**config.mk**
```make
export PLATFORM = sky130hd
export DESIGN_NAME = script_text_tokenizer
export DESIGN_NICKNAME = d
export VERILOG_FILES = /design/src/rtl/core/stt_pkg.sv /design/src/rtl/core/stt_front.sv /design/src/rtl/core/stt_queue.sv /design/src/rtl/core/stt_back.sv /design/src/rtl/core/script_text_tokenizer.sv
export SDC_FILE = /design/constraint.sdc
export NUM_CORES = 1
export LEC_CHECK = 0
export BUFFER_PORTS_ARGS = -buffer_cell sky130_fd_sc_hd__buf_4
export CORE_UTILIZATION = 24
export CTS_BUF_LIST = sky130_fd_sc_hd__clkbuf_8
export DETAILED_ROUTE_END_ITERATION = 8
export GPL_ROUTABILITY_DRIVEN = 0
export GPL_TIMING_DRIVEN = 0
export PLACE_DENSITY_LB_ADDON = 0.1
export SYNTH_ARGS = -nofsm -noshare
export SYNTH_HDL_FRONTEND = slang
export SYNTH_SLANG_ARGS = --single-unit
```
**constraint.sdc**
```tcl
create_clock -name clk -period 3.3 [get_ports clk]
set_clock_uncertainty 0.05 [all_clocks]
set_input_delay 0.165 -clock clk [delete_from_list [all_inputs] [get_ports clk]]
set_output_delay 0.165 -clock clk [all_outputs]
set_load 0.005 [all_outputs]
```
**src/rtl/core/stt_pkg.sv**
```systemverilog
// ----------------------------------------------------------------------------
// stt_pkg: shared types and constants of the script text tokenizer
// Lexer modes, character codes and the result bundle passed from the
// classifying front end through the queue to the serializing back end.
// ----------------------------------------------------------------------------
`default_nettype none

package stt_pkg;

	// Lexer modes
	typedef enum logic [1:0] {
		MODE_NORMAL  = 2'd0,
		MODE_QUOTED  = 2'd1,
		MODE_HASH    = 2'd2,
		MODE_COMMENT = 2'd3
	} lex_mode_t;

	// Character codes
	localparam logic [7:0] ChSemi    = 8'h3B;
	localparam logic [7:0] ChComma   = 8'h2C;
	localparam logic [7:0] ChLParen  = 8'h28;
	localparam logic [7:0] ChRParen  = 8'h29;
	localparam logic [7:0] ChHash    = 8'h23;
	localparam logic [7:0] ChUnder   = 8'h5F;
	localparam logic [7:0] ChQuote   = 8'h22;
	localparam logic [7:0] ChNewline = 8'h0A;
	localparam logic [7:0] ChSpace   = 8'h20;
	localparam logic [7:0] ChTab     = 8'h09;
	localparam logic [7:0] ChCr      = 8'h0D;

	// Result kinds carried on tuser
	localparam logic KindByte = 1'b0;
	localparam logic KindMark = 1'b1;

	// Default depth of the queue between front and back end
	localparam int QueueDepthDefault = 4;

	// Results caused by one byte: an optional end mark, an optional token
	// byte and an optional trailing end mark, emitted in that order.
	typedef struct packed {
		logic       lead_mark;
		logic       has_byte;
		logic [7:0] tok_byte;
		logic       tail_mark;
	} stt_bundle_t;

endpackage

`default_nettype wire

```
**src/rtl/core/stt_front.sv**
```systemverilog
// ----------------------------------------------------------------------------
// stt_front: byte classifier
// Accepts one byte per cycle while the queue is not full, tracks the lexer mode and the pending token,
// and pushes the results each byte causes as one bundle into the queue.
// ----------------------------------------------------------------------------
`default_nettype none

module stt_front (
	input  wire                  clk,
	input  wire                  arst_n,
	input  wire                  in_valid,
	output logic                 in_ready,
	input  wire  [7:0]           in_char,
	input  wire                  in_eot,
	output logic                 push,
	output stt_pkg::stt_bundle_t push_bundle,
	input  wire                  queue_full
);

	stt_pkg::lex_mode_t mode_q, mode_d;
	logic               open_q, open_d;
	logic               accept;
	logic               is_delim, is_space;
	stt_pkg::stt_bundle_t bnd;
	logic               plain;

	assign in_ready = !queue_full;
	assign accept   = in_valid && in_ready;

	// Classify the incoming byte
	assign is_delim = (in_char == stt_pkg::ChSemi) || (in_char == stt_pkg::ChComma) ||
	                  (in_char == stt_pkg::ChLParen) || (in_char == stt_pkg::ChRParen);
	assign is_space = (in_char == stt_pkg::ChSpace) ||
	                  ((in_char >= stt_pkg::ChTab) && (in_char <= stt_pkg::ChCr));

	// Decide results and next mode
	always_comb begin
		mode_d = mode_q;
		open_d = open_q;
		bnd    = '0;
		plain  = 1'b0;
		if (in_eot) begin
			bnd.lead_mark = (mode_q != stt_pkg::MODE_COMMENT);
			mode_d        = stt_pkg::MODE_NORMAL;
			open_d        = 1'b0;
		end else begin
			unique case (mode_q)
				stt_pkg::MODE_QUOTED: begin
					if (in_char == stt_pkg::ChQuote) begin
						bnd.lead_mark = 1'b1;
						open_d        = 1'b0;
						mode_d        = stt_pkg::MODE_NORMAL;
					end else begin
						bnd.has_byte = 1'b1;
						bnd.tok_byte = (in_char == stt_pkg::ChUnder) ? stt_pkg::ChSpace : in_char;
						open_d       = 1'b1;
					end
				end
				stt_pkg::MODE_HASH: begin
					if (in_char == stt_pkg::ChHash) begin
						mode_d = stt_pkg::MODE_COMMENT;
					end else begin
						mode_d = stt_pkg::MODE_NORMAL;
						plain  = 1'b1;
					end
				end
				stt_pkg::MODE_COMMENT: begin
					if (in_char == stt_pkg::ChNewline) begin
						mode_d = stt_pkg::MODE_NORMAL;
						plain  = 1'b1;
					end
				end
				stt_pkg::MODE_NORMAL: begin
					if (in_char == stt_pkg::ChQuote) begin
						mode_d = stt_pkg::MODE_QUOTED;
					end else if (in_char == stt_pkg::ChHash) begin
						mode_d = stt_pkg::MODE_HASH;
					end else begin
						plain = 1'b1;
					end
				end
				default: begin
					mode_d = stt_pkg::MODE_NORMAL;
				end
			endcase
			// Plain byte: delimiter, separator or token byte
			if (plain) begin
				if (is_delim) begin
					bnd.lead_mark = open_q;
					bnd.has_byte  = 1'b1;
					bnd.tok_byte  = in_char;
					bnd.tail_mark = 1'b1;
					open_d        = 1'b0;
				end else if (is_space) begin
					bnd.lead_mark = open_q;
					open_d        = 1'b0;
				end else begin
					bnd.has_byte = 1'b1;
					bnd.tok_byte = in_char;
					open_d       = 1'b1;
				end
			end
		end
	end

	// Push only bundles that carry at least one result
	assign push        = accept && (bnd.lead_mark || bnd.has_byte || bnd.tail_mark);
	assign push_bundle = bnd;

	// Advance lexer state on each accepted byte
	always_ff @(posedge clk or negedge arst_n) begin
		if (!arst_n) begin
			mode_q <= stt_pkg::MODE_NORMAL;
			open_q <= 1'b0;
		end else if (accept) begin
			mode_q <= mode_d;
			open_q <= open_d;
		end
	end

endmodule

`default_nettype wire

```
**src/rtl/core/stt_queue.sv**
```systemverilog
// ----------------------------------------------------------------------------
// stt_queue: bundle queue
// Small register FIFO between classifier and serializer so each side can
// stall on its own.
// ----------------------------------------------------------------------------
`default_nettype none

module stt_queue #(
	parameter int Depth = stt_pkg::QueueDepthDefault
) (
	input  wire                  clk,
	input  wire                  arst_n,
	input  wire                  push,
	input  stt_pkg::stt_bundle_t push_bundle,
	output logic                 full,
	input  wire                  pop,
	output stt_pkg::stt_bundle_t head,
	output logic                 empty
);

	localparam int PtrW = (Depth > 1) ? $clog2(Depth) : 1;
	localparam int CntW = $clog2(Depth + 1);
	localparam logic [PtrW-1:0] LastIdx = PtrW'(Depth - 1);
	localparam logic [CntW-1:0] DepthCnt = CntW'(Depth);

	stt_pkg::stt_bundle_t entries_q [Depth];
	logic [PtrW-1:0] wr_ptr_q, rd_ptr_q;
	logic [CntW-1:0] count_q;
	logic            do_push, do_pop;

	assign full    = (count_q == DepthCnt);
	assign empty   = (count_q == '0);
	assign do_push = push && !full;
	assign do_pop  = pop && !empty;
	assign head    = entries_q[rd_ptr_q];

	// Write entry
	always_ff @(posedge clk) begin
		if (do_push) begin
			entries_q[wr_ptr_q] <= push_bundle;
		end
	end

	// Advance pointers and fill count
	always_ff @(posedge clk or negedge arst_n) begin
		if (!arst_n) begin
			wr_ptr_q <= '0;
			rd_ptr_q <= '0;
			count_q  <= '0;
		end else begin
			if (do_push) begin
				wr_ptr_q <= (wr_ptr_q == LastIdx) ? '0 : wr_ptr_q + 1'b1;
			end
			if (do_pop) begin
				rd_ptr_q <= (rd_ptr_q == LastIdx) ? '0 : rd_ptr_q + 1'b1;
			end
			if (do_push && !do_pop) begin
				count_q <= count_q + 1'b1;
			end else if (do_pop && !do_push) begin
				count_q <= count_q - 1'b1;
			end
		end
	end

endmodule

`default_nettype wire

```
**src/rtl/core/stt_back.sv**
```systemverilog
// ----------------------------------------------------------------------------
// stt_back: result serializer
// Takes bundles from the queue and emits their results one per cycle, while the output is not stalled, into
// a registered output stage, marking the final result of each byte.
// ----------------------------------------------------------------------------
`default_nettype none

module stt_back (
	input  wire                  clk,
	input  wire                  arst_n,
	input  stt_pkg::stt_bundle_t head,
	input  wire                  empty,
	output logic                 pop,
	output logic                 out_valid,
	input  wire                  out_ready,
	output logic [7:0]           out_byte,
	output logic                 out_kind,
	output logic                 out_last
);

	stt_pkg::stt_bundle_t cur_q, src, rem;
	logic       use_cur, src_ok, load;
	logic       kind_d;
	logic [7:0] byte_d;
	logic       valid_q, kind_q, last_q;
	logic [7:0] byte_q;

	assign use_cur = cur_q.lead_mark || cur_q.has_byte || cur_q.tail_mark;
	assign src     = use_cur ? cur_q : head;
	assign src_ok  = use_cur || !empty;
	assign load    = (!valid_q || out_ready) && src_ok;
	assign pop     = load && !use_cur;

	// Pick the first pending result of the source bundle
	always_comb begin
		rem    = src;
		kind_d = stt_pkg::KindMark;
		byte_d = '0;
		priority if (src.lead_mark) begin
			rem.lead_mark = 1'b0;
		end else if (src.has_byte) begin
			rem.has_byte = 1'b0;
			kind_d       = stt_pkg::KindByte;
			byte_d       = src.tok_byte;
		end else begin
			rem.tail_mark = 1'b0;
		end
	end

	// Hold the rest of the bundle being drained
	always_ff @(posedge clk or negedge arst_n) begin
		if (!arst_n) begin
			cur_q <= '0;
		end else if (load) begin
			cur_q <= rem;
		end
	end

	// Output register
	always_ff @(posedge clk or negedge arst_n) begin
		if (!arst_n) begin
			valid_q <= 1'b0;
		end else if (load) begin
			valid_q <= 1'b1;
		end else if (out_ready) begin
			valid_q <= 1'b0;
		end
	end

	always_ff @(posedge clk) begin
		if (load) begin
			kind_q <= kind_d;
			byte_q <= byte_d;
			last_q <= !(rem.lead_mark || rem.has_byte || rem.tail_mark);
		end
	end

	assign out_valid = valid_q;
	assign out_kind  = kind_q;
	assign out_byte  = byte_q;
	assign out_last  = last_q;

endmodule

`default_nettype wire

```
**src/rtl/core/script_text_tokenizer.sv**
```systemverilog
// ----------------------------------------------------------------------------
// script_text_tokenizer: byte stream tokenizer
// Splits text into tokens, emitting token bytes followed by end marks.
// ----------------------------------------------------------------------------
// Path: the first result of a byte passes a queue entry, then the output register.
// Throughput: one byte per cycle while the queue is not full; results leave at
//   one per cycle while m_tready is high; the extra results of bytes that cause
//   two or three wait in the QueueDepth-entry queue between classifier and serializer.
// Reset: arst_n clears lexer mode to normal, drops any pending token, empties
//   the queue and the output register.
`default_nettype none

module script_text_tokenizer #(
	parameter int QueueDepth = stt_pkg::QueueDepthDefault
) (
	input  wire        clk,
	input  wire        arst_n,
	input  wire        s_tvalid,
	output logic       s_tready,
	input  wire  [7:0] s_tdata,   // [7:0] character
	input  wire        s_tlast,   // end_of_text
	output logic       m_tvalid,
	input  wire        m_tready,
	output logic [7:0] m_tdata,   // [7:0] token_byte
	output logic       m_tuser,   // [0] kind
	output logic       m_tlast    // last_of_run
);

	stt_pkg::stt_bundle_t push_bundle, head;
	logic push, full, pop, empty;

	// Classify incoming bytes
	stt_front u_front (
		.clk         (clk),
		.arst_n      (arst_n),
		.in_valid    (s_tvalid),
		.in_ready    (s_tready),
		.in_char     (s_tdata),
		.in_eot      (s_tlast),
		.push        (push),
		.push_bundle (push_bundle),
		.queue_full  (full)
	);

	// Buffer result bundles
	stt_queue #(
		.Depth (QueueDepth)
	) u_queue (
		.clk         (clk),
		.arst_n      (arst_n),
		.push        (push),
		.push_bundle (push_bundle),
		.full        (full),
		.pop         (pop),
		.head        (head),
		.empty       (empty)
	);

	// Serialize results onto the output stream
	stt_back u_back (
		.clk       (clk),
		.arst_n    (arst_n),
		.head      (head),
		.empty     (empty),
		.pop       (pop),
		.out_valid (m_tvalid),
		.out_ready (m_tready),
		.out_byte  (m_tdata),
		.out_kind  (m_tuser),
		.out_last  (m_tlast)
	);

endmodule

`default_nettype wire

```
==> results_dict.tcl, run 1 <==
set metrics [dict create \
    vdd_drop_max_mv 0.1878 \
    critPathMaxFanout 10 \
    grt_overflow 0 \
    postCtsSetupRepairBufs 0 \
    synth_edf_count 54 \
    syn-cell-area_mm2 0.003513 \
    slew_headroom_pct 37.89 \
    synth-seq-cells 75 \
    synth.avg_cell_area_um2 14.17 \
    dieArea_mm2 0.01513 \
    routedWlPerCell_um 15.63 \
    cts.sinks 75 \
    cts_tree "built" \
    final_max_slew_viol_count 0 \
    worstPathArrival_ns 3.29 \
    ys_seq_area_share_pct 61.11 \
    yosysUniqueCellTypes 58 \
    p_per_area_mw_per_mm2 785.6 \
    synthesis.nets 268 \
    die-height_um 123.0 \
    finalInstanceArea_mm2 0.004081 \
    synth_xor_area_share_pct 0.9972 \
    synthMuxAreaShare_pct 10.93 \
    cts.htree.levels 3 \
    nets 302 \
    grt_max_degree 22 \
    finalCritPeriodShare_pct 92.47 \
    drc 0 \
    synth_top_family_by_area "simple AND/OR/NAND/NOR gates" \
    hold_buffers 1 \
    crit_type "reg -> reg" \
    dp_hpwl_mm 4.971 \
    clock_latency_ns 0.36 \
    coreArea_mm2 0.01410 \
    diodes 0 \
    cts_buffers 9 \
    hold_ws_ns 0.07314 \
    finalPower_mw 3.206 \
    dr.pass1.iters 4 \
    synth_largest_area_cell "edfxtp_1" \
    clockBufferDepth 2 \
    vias 2044 \
    rows 43 \
    yosys.area_share.adder_pct 2.991 \
    min_path_type "in -> reg" \
    async_reset_ff_share_pct 28.00 \
    maxCapViolCount 0 \
    status "finished, final reports clean" \
    via_per_inst 4.377 \
    drt_iter0_drc 139 \
    antenna_found_initial 0 \
    floorplan.initialDensity_pct 24.92 \
    synth_top_cell_area_share_pct 46.15 \
    postCtsResizedCells 0 \
    synth-compound-area-share_pct 8.120 \
    start_kind "flip-flop" \
    synthSimpleGateAreaFrac_pct 13.14 \
    port-buffer-count 22 \
    setup_viol 0 \
    r2r_cells 13 \
    track_usage_pct 10.81 \
    whs_path_depth 4 \
    die_w_um 123.0 \
    max_freq_ghz 0.3277 \
    grt_pass1_vias 2139 \
    netlist_instances 248 \
    postLayoutCoreUtil_pct 28.95 \
    wirelength_mm 7.300 \
    ios 25 \
    worstSetupEndpointType "flip-flop" \
    ys_warn_count 0 \
    cts_root_buffer "clkbuf_8" \
    tightestPinTransition_ns 0.9317 \
    clk_pin_slew_ns 0.08 \
    area_growth_pct 16.17 \
    grt_first_pass_wirelength_mm 11.83 \
    setup_tns_ns 0 \
    synth_flop_cell "edfxtp_1" \
    hold_violations 0 \
    leakage_nw 1.494 \
    period_needed_ns 3.051 \
    drive_gt1_share_pct 26.48 \
    netlist_top_cells_area "edfxtp_1, dfrtp_1, mux4_2" \
    required_ns 3.54 \
    place_area_mm2 0.003904 \
    rsz0062_at_grt "no" \
    ant_nets 0 \
]
## worst max-delay path, stage by stage (launching register included)
cell      delay (ns)
dfrtp_1         0.33
clkbuf_1        0.34
or2b_2          0.36
a31oi_1         0.21
o22ai_2         0.17
nor4b_4         0.29
a211oi_2        0.11
inv_1           0.10
ha_1            0.17
inv_1           0.06
fa_1            0.37
xor2_1          0.15
nor2_1          0.11
xor2_1          0.15
## metal layers
layer  part of all wire, %  vias up  global-route usage [%]
li1                      -     1006                       -
met1                    49      999                   13.60
met2                    46       32                   17.42
met3                   3.6        7                   3.598
met4                   1.3        0                   3.614
met5                     0        -                       0
## cells in the mapped netlist, drive strengths merged (5+ instances only)
cell type and n:
edfxtp 54, nor2 27, dfrtp 21, a21oi 17, mux4 11, inv 8, mux2i 8, and2 7
nand2 7, o21ai 7, clkbuf 6, ha 6, and2b 5, buf 5, mux2 5
## sequential cells by signal, indices dropped and copies added, names as in the netlist
name / cells
u_back.out_last: 1
u_back.cur_q: 10
u_queue.rd_ptr_q: 2
u_back.out_byte: 8
u_back.out_valid: 1
u_front.open_q: 1
u_back.out_kind: 1
u_front.mode_q: 2
u_queue.wr_ptr_q: 2
u_queue.entries_q: 44
u_queue.count_q: 3
## logic make-up (layout without fill, tap and decap cells)
group | Yosys count | count (layout)
fa+ha+maj | 8 | 8
xor+xnor | 4 | 4
simple gates | 75 | 75
flops | 75 | 75
mux | 24 | 24
buf+inv | 19 | 58
compound gates | 43 | 43
## final cells by class
cell class                      instances  area, um2
Clock inverter                          7      43.79
Fill cell                            1455      10010
Clock buffer                            9      123.9
Tap cell                              180      225.2
Sequential cell                        75       2147
Multi-Input combinational cell        154       1271
Inverter                                8      30.03
Timing Repair Buffer                   23      175.2
Buffer                                 11      65.06
## path summary, 6_finish.rpt
| path | end | slack [ns] | start |
|---|---|---|---|
| max | u_queue.count_q[2] | 0.25 | u_front.mode_q[1] |
| min in group asynchronous | u_back.cur_q[4] | 0.19 | arst_n |
| min reg2reg | u_queue.count_q[2] | 0.49 | u_queue.count_q[2] |
| max in group asynchronous | u_queue.rd_ptr_q[1] | 2.73 | arst_n |
| max reg2reg | u_queue.count_q[2] | 0.25 | u_front.mode_q[1] |
| min | u_front.mode_q[0] | 0.07 | s_tlast |
## placed cells by master, fill, tap and decap left out, types with 6 or more instances in the layout
cell type	count
nor2_1	27
nand2_1	7
mux2i_1	8
clkbuf_8	10
inv_1	9
buf_4	23
dfrtp_1	21
and2_1	6
o21ai_0	7
ha_1	6
mux4_2	11
a21oi_1	16
edfxtp_1	54
## stage by stage
step	instances	worst slack [ns]
3_5_place_dp	450	0.1660
6_report	467	0.2485
5_1_grt	467	0.01866
4_1_cts	467	0.2311
2_1_floorplan	248	0.5507
3_3_place_gp	450	0.2077
## power breakdown
part	internal, mW	switching, mW	leakage [nW]	total (mW)
combinational	0.520	0.582	0.648	1.10
clock	0.270	0.363	0.0906	0.633
sequential	1.34	0.129	0.755	1.47
(Power assumes the default switching activity.)
==> run 2: changes to the inputs <==
--- a/config.mk
+++ b/config.mk
@@ -12,6 +12,7 @@
 export GPL_ROUTABILITY_DRIVEN = 0
 export GPL_TIMING_DRIVEN = 0
 export PLACE_DENSITY_LB_ADDON = 0.1
+export SLEW_MARGIN = 20
 export SYNTH_ARGS = -nofsm -noshare
 export SYNTH_HDL_FRONTEND = slang
 export SYNTH_SLANG_ARGS = --single-unit
==> constraint.sdc (replaced) <==
create_clock -name clk -period 2.8 [get_ports clk]
set_clock_uncertainty 0.05 [all_clocks]
set_input_delay 0.14 -clock clk [delete_from_list [all_inputs] [get_ports clk]]
set_output_delay 0.14 -clock clk [all_outputs]
set_load 0.005 [all_outputs]
==> run 2 against run 1 <==
Effect of this change: via count grew 1.3%; worst hold slack lost 0.016 ns; maximum frequency grew 15%; critical endpoint unchanged; global-route usage is essentially flat; critical path type unchanged; non-clock buffer count grew 5; die area is the same; first-iteration DRC count shrank 4.3%; final cell count grew 1.1%; design area grew 2.3%; count of clock-buffer cells in the layout is the same.
==> results_dict.tcl, run 2 (synthesis gave the netlist of run 1 again) <==
set metrics [dict create \
    vias 2071 \
    endpoint "u_queue.count_q[2]" \
    status "finished, final reports clean" \
    finalInstanceArea_mm2 0.004177 \
    drc 0 \
    place_area_mm2 0.003904 \
    final_common_cell "edfxtp_1" \
    diodes 0 \
    die-height_um 123.0 \
    critPathMaxFanout 7 \
    via_per_inst 4.388 \
    ios 25 \
    largest_reg_flops 44 \
    grt_pass1_vias 2146 \
    clock_latency_ns 0.35 \
    slew_headroom_pct 37.85 \
    wl_met2_mm 3.546 \
    worstPathArrival_ns 2.88 \
    dieArea_mm2 0.01513 \
    drt_iter0_drc 133 \
    clk_pin_slew_ns 0.08 \
    p_comb_share_pct 34.9 \
    pwr-share-clk_pct 19.5 \
    finalCritPeriodShare_pct 94.63 \
    worstSetupEndpointType "flip-flop" \
    start_kind "flip-flop" \
    regArea_mm2 0.002148 \
    wl_met1_mm 3.511 \
    wirelength_mm 7.401 \
    dr.pass1.iters 4 \
    finalPower_mw 3.816 \
    crit_path_top_delay_cell "dfrtp_2" \
    period_needed_ns 2.650 \
    grt_overflow 0 \
    largest_register "u_queue.entries_q" \
    required_ns 3.03 \
    coreArea_mm2 0.01410 \
    highest_layer "met4" \
    cts.sinks 75 \
    cts_tree "built" \
    cts.htree.levels 3 \
    ant_nets 0 \
    ff2ff_setup_slack_ns 0.15 \
    max_freq_ghz 0.3774 \
    tightestPinTransition_ns 0.9322 \
    antenna_found_initial 0 \
    drive_gt1_share_pct 29.79 \
    dr_wl_met3_um 255 \
    dp_hpwl_mm 4.971 \
    grt_max_degree 22 \
    swShare_pct 33.53 \
    cts_buffers 9 \
    floorplan.initialDensity_pct 24.92 \
    layout_common_cells "edfxtp_1, buf_4, nor2_1, dfrtp_1, a21oi_1" \
    maxCapViolCount 0 \
    reg2reg_from "u_front.mode_q[1]" \
    seqPwrFrac_pct 45.6 \
    vdd_drop_max_mv 0.2220 \
    track_usage_pct 10.86 \
    crit_chain "or2b_4 -> nor4_4 -> o22ai_4 -> nor4b_4 -> a211oi_4 -> inv_1 -> ha_2 -> inv_1 -> fa_1 -> xor2_1 -> nor2_1 -> xor2_1" \
    cp_slowest_stage_delay_ns 0.38 \
    multi_input_area_mm2 0.001324 \
    min_path_type "in -> reg" \
    grt_first_pass_wirelength_mm 11.86 \
    r2r_end "u_queue.count_q[2]" \
    area_growth_pct 18.87 \
    setup_viol 0 \
    p_int_mw 2.536 \
    leakage_nw 1.530 \
    clockBufferDepth 2 \
    r2r_cells 12 \
    port-buffer-count 22 \
    hold_violations 0 \
    rows 43 \
    cts_root_buffer "clkbuf_8" \
    routedWlPerCell_um 15.68 \
    p_per_area_mw_per_mm2 913.7 \
    final_max_slew_viol_count 0 \
    nFillCells 1456 \
    p_sw_mw 1.280 \
    nets 307 \
    crit_type "reg -> reg" \
    die_w_um 123.0 \
    crit_path_start "u_front.mode_q[1]" \
]
## run 2: cell types whose count changed in the layout (fill, tap and decap cells not counted), sizes merged
cell    change
clkbuf      -1
buf         +6
## run 2: power by group through the flow
stage | logic, mW | registers [mW] | clock network (mW)
floorplan | 0.918 | 1.74 | 0
finish | 1.33 | 1.74 | 0.742
global placement | 1.33 | 1.76 | 0
CTS | 1.36 | 1.75 | 0.779
global route | 1.50 | 1.78 | 0.820
detailed placement | 1.34 | 1.76 | 0
## run 2: timing repair
action / 4_1_cts / 5_1_grt
hold buffers: 1 / 0
pin swaps: 0 / 4
resized for setup: 4 / 7
setup endpoints to repair: 2 / 2
endpoints found under the hold margin: 21 / 0
setup buffers: 1 / 5
## run 2: worst min-delay path by stage
| stage | cells after the start | slack [ns] | from | end |
|---|---|---|---|---|
| after CTS | 4 | 0.03 | s_tlast | u_front.mode_q[0] |
| after detailed placement | 1 | 0.04 | arst_n | u_front.mode_q[0] |
| after floorplan | 0 | -0.21 | arst_n | u_back.cur_q[0] |
| after global routing | 4 | 0.07 | s_tlast | u_front.mode_q[0] |
| final | 4 | 0.06 | s_tlast | u_front.mode_q[0] |
| after global placement | 1 | 0.04 | arst_n | u_back.cur_q[4] |
## run 2: metal layers
metal  GRT usage (%)  vias up
met5               0        -
met4           3.614        0
met3           3.598        7
met2           17.70       35
met1           13.51     1015
li1                -     1014
## run 2: area by class of cell
class                           count  share of cell area (%)
Buffer                             10                   1.468
Clock buffer                        9                   2.966
Tap cell                          180                   5.392
Clock inverter                      7                   1.049
Multi-Input combinational cell    154                   31.70
Inverter                            8                  0.7190
Sequential cell                    75                   51.44
Timing Repair Buffer               29                   5.273
## run 2: stage by stage
step,util [%],hold slack [ns],setup TNS [ns],cells,setup slack (ns)
floorplan,-,-0.2056,0,248,0.05167
global placement,27.69,0.03751,-0.4841,450,-0.2673
detailed placement,27.69,0.03707,-0.5522,450,-0.3090
CTS,29.07,0.03051,0,467,0.07000
global route,29.63,0.06923,-0.02441,472,-0.02441
finish,29.63,0.05694,0,472,0.1504
## run 2: critical path: cells and delay by family (launching register included)
kind                     cells  cell delay [ns]
AND/OR/NAND/NOR              4             0.96
flip-flops                   1             0.38
XOR/XNOR                     2             0.30
buffers and inverters        2             0.13
AO/OA/AOI/OAI                2             0.22
adder cells (fa/ha/maj)      2             0.54
==> run 3: changes to the inputs <==
--- a/config.mk
+++ b/config.mk
@@ -6,11 +6,13 @@
 export NUM_CORES = 1
 export LEC_CHECK = 0
 export BUFFER_PORTS_ARGS = -buffer_cell sky130_fd_sc_hd__buf_4
-export CORE_UTILIZATION = 24
+export CORE_MARGIN = 2
+export CORE_UTILIZATION = 47
 export CTS_BUF_LIST = sky130_fd_sc_hd__clkbuf_8
 export DETAILED_ROUTE_END_ITERATION = 8
 export GPL_ROUTABILITY_DRIVEN = 0
 export GPL_TIMING_DRIVEN = 0
+export MAX_ROUTING_LAYER = met4
 export PLACE_DENSITY_LB_ADDON = 0.1
 export SLEW_MARGIN = 20
 export SYNTH_ARGS = -nofsm -noshare
==> run 3 against run 2 <==
Effect of this change: highest routed layer unchanged; combinational power barely moved; worst setup slack better by 0.0075 ns; non-clock buffer count decreased by 2; sequential share of layout area grew 1.8 points; worst hold slack better by 0.0086 ns; count of clock-buffer cells in the layout unchanged; flip-flop and latch count unchanged; sequential power is essentially flat; register-to-register slack is essentially flat; critical endpoint unchanged; via count is 1.1% higher.
==> results_dict.tcl, run 3 (synthesis gave the netlist of run 1 again) <==
set metrics [dict create \
    cts.sinks 75 \
    vdd_drop_max_mv 0.3005 \
    floorplan.initialDensity_pct 48.44 \
    largest_register "u_queue.entries_q" \
    hold_violations 0 \
    final_max_slew_viol_count 0 \
    tightestPinTransition_ns 0.8661 \
    via_per_inst 5.380 \
    dp_slack_ns -0.2579 \
    status "finished, final reports clean" \
    wirelength_mm 6.119 \
    drive_gt1_share_pct 28.62 \
    ios 25 \
    grt_overflow 0 \
    critPathMaxFanout 7 \
    nets 305 \
    cts_tree "built" \
    finalCritPeriodShare_pct 94.36 \
    path_buf_inv 2 \
    clk_pin_slew_ns 0.08 \
    rsz0062_at_grt "no" \
    dieArea_mm2 0.008183 \
    required_ns 3.00 \
    diodes 0 \
    track_usage_pct 16.89 \
    setup_viol 0 \
    drt_iter0_drc 121 \
    dpl.cell_count 369 \
    postLayoutCoreUtil_pct 55.65 \
    cp_slowest_stage_delay_ns 0.37 \
    leakage_nw 1.507 \
    crit_type "reg -> reg" \
    crit_path_top_delay_cell "dfrtp_2" \
    fin_cells 389 \
    worstSetupEndpointType "flip-flop" \
    routedWlPerCell_um 15.73 \
    die-height_um 90.46 \
    dp_hpwl_mm 4.252 \
    ant_nets 0 \
    cts_root_buffer "clkbuf_8" \
    vias 2093 \
    cp_top_family "simple AND/OR/NAND/NOR gates" \
    start_kind "flip-flop" \
    grt_max_degree 22 \
    slew_headroom_pct 42.26 \
    layout_common_cells "edfxtp_1, nor2_1, buf_4, dfrtp_1, a21oi_1" \
    period_needed_ns 2.642 \
    nFillCells 613 \
    p_per_area_mw_per_mm2 930.9 \
    drc 0 \
    coreArea_mm2 0.007253 \
    grt_first_pass_wirelength_mm 10.52 \
    cts.htree.levels 3 \
    crit_chain "or2b_4 -> a31oi_1 -> o22ai_2 -> nor4b_4 -> a211oi_4 -> inv_1 -> ha_1 -> inv_1 -> fa_1 -> xor2_1 -> nor2_1 -> xor2_1" \
    maxCapViolCount 0 \
    largest_reg_flops 44 \
    grt_pass1_vias 2059 \
    antenna_found_initial 0 \
    final_common_cell "edfxtp_1" \
    worstPathArrival_ns 2.84 \
    min_path_type "in -> reg" \
    die_w_um 90.46 \
    port-buffer-count 22 \
    max_freq_ghz 0.3785 \
    cts_buffers 9 \
    fin_ws_ns 0.1579 \
    rows 31 \
    clockBufferDepth 2 \
    clock_latency_ns 0.34 \
    dr.pass1.iters 4 \
    area_growth_pct 14.89 \
]
## run 3: cell count changes in the layout (fill, tap and decap cells not counted), sizes merged
cell,previous run,this run
inv,10,8
buf,33,31
clkinvlp,1,3
## run 3: path summary, 6_finish.rpt
check / start / end / slack (ns) / cells after the start
setup reg to reg: u_front.mode_q[1] / u_queue.count_q[2] / 0.16 / 12
hold / removal: s_tlast / u_front.mode_q[0] / 0.07 / 4
max in group asynchronous: arst_n / u_front.mode_q[1] / 2.29 / 2
min in group asynchronous: arst_n / u_back.cur_q[0] / 0.17 / 2
hold reg to reg: u_back.cur_q[7] / u_back.cur_q[7] / 0.49 / 2
setup / recovery: u_front.mode_q[1] / u_queue.count_q[2] / 0.16 / 12
## run 3: layer usage
layer | wire length, um | global-route usage (%) | up-vias | part of all wire, %
met4 | 48 | 4.872 | 0 | 0.78
met1 | 2873 | 22.57 | 1034 | 47
li1 | - | - | 1013 | -
met3 | 205 | 4.758 | 6 | 3.4
met2 | 2991 | 25.50 | 40 | 49
met5 | 0 | - | - | 0
## run 3: stage by stage
step | hold slack (ns) | TNS, ns | power [mW] | cell area [um2]
final | 0.06556 | 0 | 3.758 | 4036
after global routing | 0.06979 | 0 | 4.033 | 4036
after CTS | 0.05483 | 0 | 3.772 | 3986
after detailed placement | -0.0002127 | -0.4547 | 3.056 | 3802
after global placement | -0.0001377 | -0.3700 | 3.022 | 3802
after floorplan | -0.2056 | 0 | 2.653 | 3513
## run 3: what timing repair did
action | CTS | global route
resized for setup | 2 | 5
buffers inserted | 1 | 3
endpoints found under the hold margin | 21 | 0
hold buffers | 1 | 0
setup endpoints to repair | 2 | 2
pin swaps | 0 | 4
## run 3: final cells by class
class	count	area (um2)	share of cell area (%)
Multi-Input combinational cell	154	1299	32.18
Clock inverter	7	45.04	1.116
Timing Repair Buffer	27	205.2	5.084
Buffer	10	61.31	1.519
Clock buffer	9	123.9	3.069
Tap cell	99	123.9	3.069
Inverter	8	30.03	0.7440
Sequential cell	75	2148	53.22
## run 3: power by group
group          switching (mW)  leakage [nW]  internal [mW]
Sequential              0.160         0.754           1.58
Clock                   0.400        0.0787          0.316
Combinational           0.668         0.675          0.630
Total                    1.23          1.51           2.53
## run 3: worst reg2reg max path, delay by kind of cell, from the launching register on
family / cells / cell delay [ns]
XOR/XNOR: 2 / 0.34
buffers and inverters: 2 / 0.14
AND/OR/NAND/NOR: 3 / 0.69
flip-flops: 1 / 0.37
AO/OA/AOI/OAI: 3 / 0.44
adder cells (fa/ha/maj): 2 / 0.54
